<file path="src/rtl/bb3_pkg.sv">
// bb3_pkg: shared types, constants and the divide-by-nine helper for the 3x3 box blur
// no dependencies; used by every rtl file of the blur block
`default_nettype none

package bb3_pkg;

	localparam int PIX_W      = 32;
	localparam int RGB_W      = 24;
	localparam int CH_W       = 8;
	localparam int SUM_W      = 12;
	localparam int FW_W       = 11;
	localparam int FH_W       = 13;
	localparam int CFG_W      = 13;
	localparam int DIV9_MUL_W = 13;
	localparam int PROD_W     = SUM_W + DIV9_MUL_W;
	localparam int DIV9_SHIFT = 16;

	localparam int RESET_WIDTH  = 800;
	localparam int RESET_HEIGHT = 600;

	localparam logic CFG_FRAME_WIDTH  = 1'b0;
	localparam logic CFG_FRAME_HEIGHT = 1'b1;

	localparam logic [CH_W-1:0]       ALPHA_OPAQUE = 8'hFF;
	// ceil(2^16 / 9); exact floor for sums up to 9 * 255
	localparam logic [DIV9_MUL_W-1:0] DIV9_MUL     = 13'd7282;

	typedef logic [RGB_W-1:0] bb3_rgb_t;
	typedef logic [SUM_W-1:0] bb3_sum_t;

	typedef struct packed {
		logic emit;
		logic left_ok;
		logic right_ok;
		logic top_ok;
		logic bottom_ok;
		logic done;
	} bb3_flags_t;

	function automatic logic [CH_W-1:0] div9(input bb3_sum_t s);
		logic [PROD_W-1:0] p;
		p = PROD_W'(s) * PROD_W'(DIV9_MUL);
		return p[DIV9_SHIFT +: CH_W];
	endfunction

endpackage

`default_nettype wire

</file>
<file path="src/rtl/bb3_window.sv">
// bb3_window: 3x3 window of pixel columns and the registered masked channel sums
// depends on bb3_pkg; shifts one column per item, sums use the frame-edge flags
`default_nettype none

module bb3_window (
	input  wire                  clk,
	input  wire                  arst_n,
	input  wire                  shift,
	input  bb3_pkg::bb3_rgb_t    upper,
	input  bb3_pkg::bb3_rgb_t    middle,
	input  bb3_pkg::bb3_rgb_t    bottom,
	input  wire                  load,
	input  bb3_pkg::bb3_flags_t  flags,
	output bb3_pkg::bb3_sum_t    sum_s3 [3]
);

	// [column: left, centre, right][row: top, mid, bottom]
	bb3_pkg::bb3_rgb_t win_q [3][3];
	bb3_pkg::bb3_sum_t sum_d [3];
	logic              col_ok [3];
	logic              row_ok [3];

	always_ff @(posedge clk or negedge arst_n) begin
		if (!arst_n) begin
			for (int k = 0; k < 3; k++) begin
				for (int j = 0; j < 3; j++) begin
					win_q[k][j] <= '0;
				end
			end
		end else if (shift) begin
			for (int j = 0; j < 3; j++) begin
				win_q[0][j] <= win_q[1][j];
				win_q[1][j] <= win_q[2][j];
			end
			win_q[2][0] <= upper;
			win_q[2][1] <= middle;
			win_q[2][2] <= bottom;
		end
	end

	always_comb begin
		col_ok[0] = flags.left_ok;
		col_ok[1] = 1'b1;
		col_ok[2] = flags.right_ok;
		row_ok[0] = flags.top_ok;
		row_ok[1] = 1'b1;
		row_ok[2] = flags.bottom_ok;
		for (int ch = 0; ch < 3; ch++) begin
			sum_d[ch] = '0;
			for (int k = 0; k < 3; k++) begin
				for (int j = 0; j < 3; j++) begin
					if (col_ok[k] && row_ok[j]) begin
						sum_d[ch] = sum_d[ch] + bb3_pkg::SUM_W'(
							win_q[k][j][bb3_pkg::RGB_W-1-bb3_pkg::CH_W*ch -: bb3_pkg::CH_W]);
					end
				end
			end
		end
	end

	always_ff @(posedge clk) begin
		if (load) begin
			for (int ch = 0; ch < 3; ch++) begin
				sum_s3[ch] <= sum_d[ch];
			end
		end
	end

endmodule

`default_nettype wire

</file>
<file path="config.mk">
export PLATFORM = sky130hd
export DESIGN_NAME = bb3_window
export DESIGN_NICKNAME = d
export VERILOG_FILES = /design/src/rtl/bb3_pkg.sv /design/src/rtl/bb3_window.sv
export SDC_FILE = /design/constraint.sdc
export NUM_CORES = 1
export LEC_CHECK = 0
export BUFFER_PORTS_ARGS = -buffer_cell sky130_fd_sc_hd__clkbuf_2
export CAP_MARGIN = 10
export CORE_MARGIN = 2
export CORE_UTILIZATION = 40
export DETAILED_ROUTE_END_ITERATION = 8
export PLACE_DENSITY = 0.63
export SYNTH_ARGS = -nofsm -noshare
export SYNTH_HDL_FRONTEND = slang
export SYNTH_SLANG_ARGS = --single-unit
</file>
<file path="constraint.sdc">
create_clock -name clk -period 16.7 [get_ports clk]
set_clock_uncertainty 0.2 [all_clocks]
set_input_delay 3.34 -clock clk [delete_from_list [all_inputs] [get_ports clk]]
set_output_delay 3.34 -clock clk [all_outputs]
set_load 0.01 [all_outputs]
</file>
==> out/results.ini, run 1 <==
[run_status]
status = completed

[die]
start_util_pct = 40.65
rows = 81
ios = 118
design.die.area_um2 = 51750
core_area_um2 = 49150
die_w_um = 227.5
die_h_um = 227.5

[cells_and_area]
drive_gt1_share_pct = 19.34
fin_cells = 2862
area_growth_pct = 11.36
diodes = 0
final_net_count = 2474
final_cell_area_um2 = 22250
fin_util_pct = 45.26

[clocking]
root_buffer = clkbuf_16
cts_buffer_depth = 3
cts_sinks = 252
postCtsSetupRepairBufs = 0
clk_latency_ns = 0.58
cts_tree = yes
htreeDepth = 1
clkTransAtPathRegs_ns = 0.06
numCtsBuffers = 28
cts_resized = 0
hold_buffers = 0

[worst_setup_path]
worstSetupPathType = in2reg
slowest_delay_ns = 0.55
cp.required_ns = 16.82
worstPathMaxFanout = 67
cpMaxStageDelayCell = buf_4
critPathLaunchType = input port
endpoint_kind = flip-flop
worst-r2r-setup-slack_ns = 7.31
cp.arrival_ns = 12.60

[global_routing]
antenna_found_initial = 0
grt-ovfl-total = 0
grt_pass1_vias = 15550
grt_max_degree = 89
track_usage_pct = 19.26
grt_pass1_wl_um = 79580

[power_and_ir_drop]
total_power_mw = 4.491
power_density_nw_per_um2 = 201.9
cellLeakagePower_nw = 10.02
ir_drop_uv = 151.8

[synthesis]
synth_edf_count = 36
netlist_area_um2 = 19980
synth_fa_ha_area_share_pct = 14.48
synth_common_cells = mux2_2 (217), dfrtp_1 (216), ha_1 (192)
yosysWarnings = 0
synth_top_family_by_area = compound AO/OA/AOI/OAI gates
yosys.area.top_type_share_pct = 27.05
synth_flop_cell = dfrtp_1
synthMuxAreaShare_pct = 13.28
synthCells = 2083
synth_compound_area_share_pct = 17.21
synth_top_area_cell = dfrtp_1
synth-xor-area-share_pct = 7.014
synth_cell_types = 94
seq_area_frac_synth_pct = 32.46
synth_seq_cells = 252
synth_most_common_cell = mux2_2
yosys.area_share.simple_pct = 11.79
syn_nets = 2381
ys_async_sr_fraction_pct = 85.71
syn_area_per_cell_um2 = 9.592
yosys-top-cells-area = dfrtp_1 (27%), mux2_2 (12%), ha_1 (12%)

[sta]
fin_setup_tns_ns = 0
clock.fmax_mhz = 80.07
rsz0062_at_grt = no
period_needed_ns = 12.49
tightest_slew_ns = 1.126
finalHoldViolations = 0
slew-limit-headroom_pct = 24.49
fin_crit_sh_pct = 74.78
setup_viol = 0
drv_slew = 0

[placement]
dpl.cell_count = 2810
gp_congestion = 0.8792
numPortBuffers = 115
hpwl_um = 37750
place_area_um2 = 21240

[routing]
routed_wl_um = 49730
via_per_inst = 5.451
via_count = 15600
drt-pass1-iter-count = 5
drc_errors = 0
detail_route.wl_per_cell_um = 17.37
drtAntennaViolNets = 0
drt_iter0_markers = 784

[flow_run]
maxCapViolCount = 0

[worst_hold_path]
hp-class = reg2reg

[per-stage QoR]
| stage | hold WS [ns] | setup slack, ns |
|---|---|---|
| 6_report | 0.3005 | 4.212 |
| 5_1_grt | 0.3099 | 3.468 |
| 4_1_cts | 0.3030 | 4.207 |
| 3_5_place_dp | 0.2886 | 3.621 |
| 3_3_place_gp | 0.2855 | 3.849 |
| 2_1_floorplan | 0.2735 | 4.770 |
[layer usage]
layer,routed length [um],part of all wire [%],vias to the layer above,track usage (%)
met5,0,0,-,0
met4,1929,3.9,0,7.126
met3,1401,2.8,103,2.078
met2,25620,52,259,36.05
met1,20770,42,7564,22.53
li1,-,-,7674,-
[logic make-up after synthesis]
family          Yosys count
compound gates          531
mux                     238
buf+inv                 195
simple gates            495
fa+ha+maj               217
xor+xnor                155
flops                   252
[state kept, by name, summed over array words and instances (netlist names)]
| register | cells |
|---|---|
| sum_s3 | 36 |
| win_q | 216 |
[critical path, delay by kind of cell]
kind            cells  cell delay, ns
fa+ha+maj           8            2.42
compound gates     10            1.94
simple gates       11            2.28
buf+inv             6            0.91
xor+xnor            7            1.08
mux                 2            0.62
[path summary, 6_finish.rpt]
check                                  startpoint                      to  depth (start not counted)
setup / recovery                         flags[2]    sum_s3[23]$_DFFE_PP_                         44
hold / removal             win_q[201]$_DFFE_PN0P_  win_q[201]$_DFFE_PN0P_                          1
setup reg to reg           win_q[200]$_DFFE_PN0P_    sum_s3[23]$_DFFE_PP_                         42
hold reg to reg            win_q[201]$_DFFE_PN0P_  win_q[201]$_DFFE_PN0P_                          1
max in group asynchronous                  arst_n   win_q[13]$_DFFE_PN0P_                          2
min in group asynchronous                  arst_n  win_q[213]$_DFFE_PN0P_                          1
[layout by cell type (no fill, tap or decap), types with 7 or more instances in the layout]
master,instances
clkbuf_2,113
a21oi_1,139
a21o_1,52
nand3_1,26
nand2b_1,20
a211oi_1,28
and3_1,30
o22ai_1,9
o21a_1,32
o31a_1,7
nand2_1,137
ha_1,192
or3_1,9
edfxtp_1,36
mux2i_1,21
nor3_1,17
dfrtp_1,216
nor2_1,164
clkbuf_16,29
inv_1,127
mux2_2,217
nor4_1,10
buf_4,14
fa_1,24
nor2b_1,35
xor2_1,47
nor3b_1,7
xnor2_1,104
and2_1,12
o21bai_1,22
a211o_1,8
a21boi_0,12
o21ai_0,133
o211ai_1,12
o31ai_1,18
[power breakdown]
group / internal, mW / switching [mW]
Combinational: 1.32 / 1.63
Sequential: 0.778 / 0.0892
Clock: 0.406 / 0.272
Total: 2.50 / 1.99
[cell type report]
| type | count | area [um^2] |
|---|---|---|
| Sequential cell | 252 | 6486 |
| Clock buffer | 39 | 823.3 |
| Fill cell | 4705 | 26900 |
| Multi-Input combinational cell | 1636 | 12740 |
| Tap cell | 664 | 830.8 |
| Clock inverter | 13 | 182.7 |
| Inverter | 129 | 484.2 |
| Timing Repair Buffer | 129 | 700.7 |
Note: power is estimated with default switching activity, not from simulation.
==> inputs of run 2 (changes only) <==
==> constraint.sdc (replaced) <==
create_clock -name clk -period 13.1 [get_ports clk]
set_clock_uncertainty 0.2 [all_clocks]
set_input_delay 2.62 -clock clk [delete_from_list [all_inputs] [get_ports clk]]
set_output_delay 2.62 -clock clk [all_outputs]
set_load 0.01 [all_outputs]
==> out/results.ini, run 2 (same netlist as run 1, synthesis figures left out) <==
[cells_and_area]
final_cell_mix = mux2_2 (217), dfrtp_1 (216), ha_1 (192)
diodes = 0
drive_gt1_share_pct = 19.36
top_register = win_q
final_net_count = 2477
fin_cells = 2864
largest_register_ffs = 216
area_growth_pct = 11.49
final_common_cell = mux2_2
top_regs = win_q: 216 flops, sum_s3: 36 flops

[worst_setup_path]
cpMaxStageDelayCell = clkbuf_2
slowest_delay_ns = 0.50
worstSetupPathType = in2reg
endpoint_kind = flip-flop
ff2ff_path_depth = 45
r2r-end = sum_s3[22]$_DFFE_PP_
worstPathMaxFanout = 29
worst_r2r_startpoint = win_q[200]$_DFFE_PN0P_
critPathLaunchType = input port
cp.required_ns = 13.20
worst-r2r-setup-slack_ns = 3.66
crit_top_cell = ha_1
cp.arrival_ns = 11.75

[die]
die_w_um = 227.5
rows = 81
start_util_pct = 40.65
core_area_um2 = 49150
die_h_um = 227.5
ios = 118
design.die.area_um2 = 51750

[clocking]
numCtsBuffers = 28
cts_sinks = 252
cts_resized = 0
clkTransAtPathRegs_ns = 0.06
clk_latency_ns = 0.59
root_buffer = clkbuf_16
postCtsSetupRepairBufs = 0
hold_buffers = 0
cts_buffer_depth = 3
htreeDepth = 1
cts_tree = yes

[routing]
via_count = 15670
detail_route.wl_per_cell_um = 17.61
drt_iter0_markers = 763
drtAntennaViolNets = 0
via_per_inst = 5.470
drt-pass1-iter-count = 7
routed_wl_um = 50430
drc_errors = 0

[global_routing]
antenna_found_initial = 0
grt_max_degree = 106
grt_pass1_wl_um = 80980
grt-ovfl-total = 0
grt_pass1_vias = 15810
track_usage_pct = 19.67

[sta]
rsz0062_at_grt = no
finalHoldViolations = 0
clock.fmax_mhz = 85.80
fin_crit_sh_pct = 88.97
setup_viol = 0
period_needed_ns = 11.65
tightest_slew_ns = 1.131
drv_slew = 0
slew-limit-headroom_pct = 24.17
fin_setup_tns_ns = 0

[power_and_ir_drop]
pwr-share-comb_pct = 65.4
seq_power_share_pct = 19.4
power.internal_mw = 3.202
power_density_nw_per_um2 = 257.0
total_power_mw = 5.724
switching_power_mw = 2.522
cellLeakagePower_nw = 10.05
switching_share_pct = 44.06
pwr-share-clk_pct = 15.3
ir_drop_uv = 164.1

[run_status]
status = completed

[placement]
hpwl_um = 38630
numPortBuffers = 115
gp_congestion = 0.8871
dpl.cell_count = 2813

[worst_hold_path]
hold_start = win_q[213]$_DFFE_PN0P_
min_delay_path_depth = 1
hp-class = reg2reg
worstHoldEndpoint = win_q[213]$_DFFE_PN0P_

[flow_run]
maxCapViolCount = 0

==> run 2: cell count changes in the layout (fill, tap and decap cells not counted) <==
cell	previous run	this run
buf_4	14	17
bufinv_16	4	6
clkbuf_1	4	3
clkbuf_8	6	1
clkinv_1	1	3
clkinv_2	2	6
clkinv_8	0	1
clkinvlp_4	5	1
inv_4	1	0
inv_6	0	1
==> run 2: layout make-up <==
cell class	instances	area, um^2
Fill cell	4710	26880
Multi-Input combinational cell	1636	12740
Sequential cell	252	6486
Tap cell	664	830.8
Clock buffer	33	750.7
Timing Repair Buffer	132	723.2
Inverter	129	484.2
Clock inverter	18	259.0
==> run 2: metrics by stage <==
stage	util (%)	hold slack [ns]	setup WS, ns	instance area, um^2
global placement	43.26	0.2839	1.121	21270
detailed placement	43.26	0.2902	0.9118	21270
global route	45.32	0.3131	0.6560	22280
finish	45.32	0.3012	1.445	22280
CTS	45.32	0.3041	1.467	22280
floorplan	-	0.2735	1.890	19980
==> run 2: routing by layer <==
| layer | track usage, % | up-vias | part of all wire, % |
|---|---|---|---|
| li1 | - | 7659 | - |
| met1 | 22.60 | 7644 | 41 |
| met2 | 36.70 | 256 | 52 |
| met3 | 2.323 | 106 | 2.7 |
| met4 | 8.244 | 0 | 4.6 |
| met5 | 0 | - | 0 |
==> run 2: power by group through the flow <==
stage               Sequential, mW  Combinational [mW]  Clock, mW
CTS                           1.11                3.74      0.894
global route                  1.13                4.23      0.929
detailed placement            1.13                3.71          0
floorplan                     1.10                3.01          0
global placement              1.12                3.60          0
finish                        1.11                3.74      0.874
==> run 2: worst max-delay path by stage <==
stage                     cells after the start                    to      from
after floorplan                              46  sum_s3[11]$_DFFE_PP_  flags[2]
after global placement                       45  sum_s3[35]$_DFFE_PP_  flags[4]
after detailed placement                     44  sum_s3[22]$_DFFE_PP_  flags[2]
after CTS                                    44  sum_s3[22]$_DFFE_PP_  flags[2]
after global routing                         46  sum_s3[22]$_DFFE_PP_  flags[2]
final                                        46  sum_s3[22]$_DFFE_PP_  flags[2]
==> run 2: critical path, delay by kind of cell <==
family,cells,cell delay (ns)
fa+ha+maj,9,2.80
buf+inv,4,0.74
compound gates,21,3.43
xor+xnor,5,0.84
simple gates,7,1.29
==> inputs of run 3 (changes only) <==
--- a/config.mk
+++ b/config.mk
@@ -9,6 +9,7 @@
 export CAP_MARGIN = 10
 export CORE_MARGIN = 2
 export CORE_UTILIZATION = 40
+export CTS_BUF_LIST = sky130_fd_sc_hd__clkbuf_8 sky130_fd_sc_hd__clkbuf_16
 export DETAILED_ROUTE_END_ITERATION = 8
 export PLACE_DENSITY = 0.63
 export SYNTH_ARGS = -nofsm -noshare
==> out/results.ini, run 3 (same netlist as run 1, synthesis figures left out) <==
[global_routing]
grt_max_degree = 106
track_usage_pct = 19.67
grt-ovfl-total = 0
antenna_found_initial = 0
grt_pass1_vias = 15810
grt_pass1_wl_um = 80980

[flow_run]
maxCapViolCount = 0

[worst_setup_path]
critPathLaunchType = input port
cpMaxStageDelayCell = clkbuf_2
worstPathMaxFanout = 29
cp.arrival_ns = 11.75
endpoint_kind = flip-flop
cp.required_ns = 13.20
slowest_delay_ns = 0.50
crit_top_cell = ha_1
worstSetupPathType = in2reg

[routing]
via_count = 15670
drtAntennaViolNets = 0
drt_iter0_markers = 765
routed_wl_um = 50440
detail_route.wl_per_cell_um = 17.61
drc_errors = 0
drt-pass1-iter-count = 7
via_per_inst = 5.470

[clocking]
cts_sinks = 252
htreeDepth = 1
postCtsSetupRepairBufs = 0
hold_buffers = 0
clkTransAtPathRegs_ns = 0.06
numCtsBuffers = 28
cts_buffer_depth = 3
clk_latency_ns = 0.59
cts_tree = yes
cts_resized = 0
root_buffer = clkbuf_16

[placement]
gp_congestion = 0.8871
hpwl_um = 38630
place_area_um2 = 21270
numPortBuffers = 115
pre_cts_ws_ns = 0.9118

[sta]
drv_slew = 0
setup_viol = 0
slew-limit-headroom_pct = 24.17
period_needed_ns = 11.66
clock.fmax_mhz = 85.80
finalHoldViolations = 0
rsz0062_at_grt = no
fin_setup_tns_ns = 0
fin_crit_sh_pct = 88.97
worst_slack_ns = 1.444
tightest_slew_ns = 1.131

[worst_hold_path]
hp-class = reg2reg

[die]
rows = 81
ios = 118
die_h_um = 227.5
design.die.area_um2 = 51750
core_area_um2 = 49150
die_w_um = 227.5
start_util_pct = 40.65

[cells_and_area]
diodes = 0
top_register = win_q
final_cell_area_um2 = 22280
largest_register_ffs = 216
final_cell_mix = mux2_2 (217), dfrtp_1 (216), ha_1 (192)
top_regs = win_q: 216 flops, sum_s3: 36 flops
area_growth_pct = 11.49
drive_gt1_share_pct = 19.36
final_common_cell = mux2_2
fill_cells = 4710
final_net_count = 2477

[power_and_ir_drop]
power.internal_mw = 3.199
ir_drop_uv = 164.1
switching_share_pct = 44.08
total_power_mw = 5.721
pwr-share-comb_pct = 65.4
pwr-share-clk_pct = 15.2
cellLeakagePower_nw = 10.06
seq_power_share_pct = 19.4
switching_power_mw = 2.522
power_density_nw_per_um2 = 256.8

[run_status]
status = completed

[run 3: cell count changes in the layout (fill, tap and decap cells not counted), sizes merged]
| cell | previous run | this run |
|---|---|---|
| clkbuf | 146 | 143 |
| inv | 129 | 132 |
[run 3: metal layers]
layer / vias up / share of wire [%] / global-route usage (%)
met3: 106 / 2.8 / 2.323
met2: 260 / 52 / 36.70
met5: - / 0 / 0
met4: 0 / 4.6 / 8.244
met1: 7641 / 41 / 22.60
li1: 7659 / - / -
[run 3: power by group through the flow]
stage	clock network (mW)	logic, mW	registers (mW)
global placement	0	3.60	1.12
finish	0.872	3.74	1.11
CTS	0.891	3.74	1.11
floorplan	0	3.01	1.10
detailed placement	0	3.71	1.13
global route	0.927	4.23	1.13
[run 3: worst max-delay path, delay by kind of cell]
family | cells | cell delay (ns)
AOI/OAI and AO/OA | 21 | 3.43
adders and majority gates | 9 | 2.80
and+or+nand+nor | 7 | 1.29
xor gates and xnor gates | 5 | 0.84
buffers and inverters | 4 | 0.74
[run 3: through the flow]
stage | util (%) | cells | hold slack (ns)
after floorplan | - | 2083 | 0.2735
after global placement | 43.26 | 2813 | 0.2839
after detailed placement | 43.26 | 2813 | 0.2902
after CTS | 45.32 | 2864 | 0.3041
after global routing | 45.32 | 2864 | 0.3131
final | 45.32 | 2864 | 0.3012
[run 3: final timing paths]
| check | start | endpoint | slack, ns | cells after the start |
|---|---|---|---|---|
| worst max-delay path | flags[2] | sum_s3[22]$_DFFE_PP_ | 1.44 | 46 |
| worst min-delay path | win_q[213]$_DFFE_PN0P_ | win_q[213]$_DFFE_PN0P_ | 0.30 | 1 |
| worst max register to register | win_q[200]$_DFFE_PN0P_ | sum_s3[22]$_DFFE_PP_ | 3.66 | 45 |
| worst min register to register | win_q[213]$_DFFE_PN0P_ | win_q[213]$_DFFE_PN0P_ | 0.30 | 1 |
| max in group asynchronous | arst_n | win_q[3]$_DFFE_PN0P_ | 9.49 | 2 |
| min in group asynchronous | arst_n | win_q[190]$_DFFE_PN0P_ | 1.87 | 1 |
[run 3: final cells by class]
type                            instances  area, um^2  area share, %
Sequential cell                       252        6486          29.12
Clock buffer                           30       739.5          3.320
Inverter                              129       484.2          2.174
Clock inverter                         21       270.3          1.213
Multi-Input combinational cell       1636       12740          57.20
Timing Repair Buffer                  132       723.2          3.247
Tap cell                              664       830.8          3.730
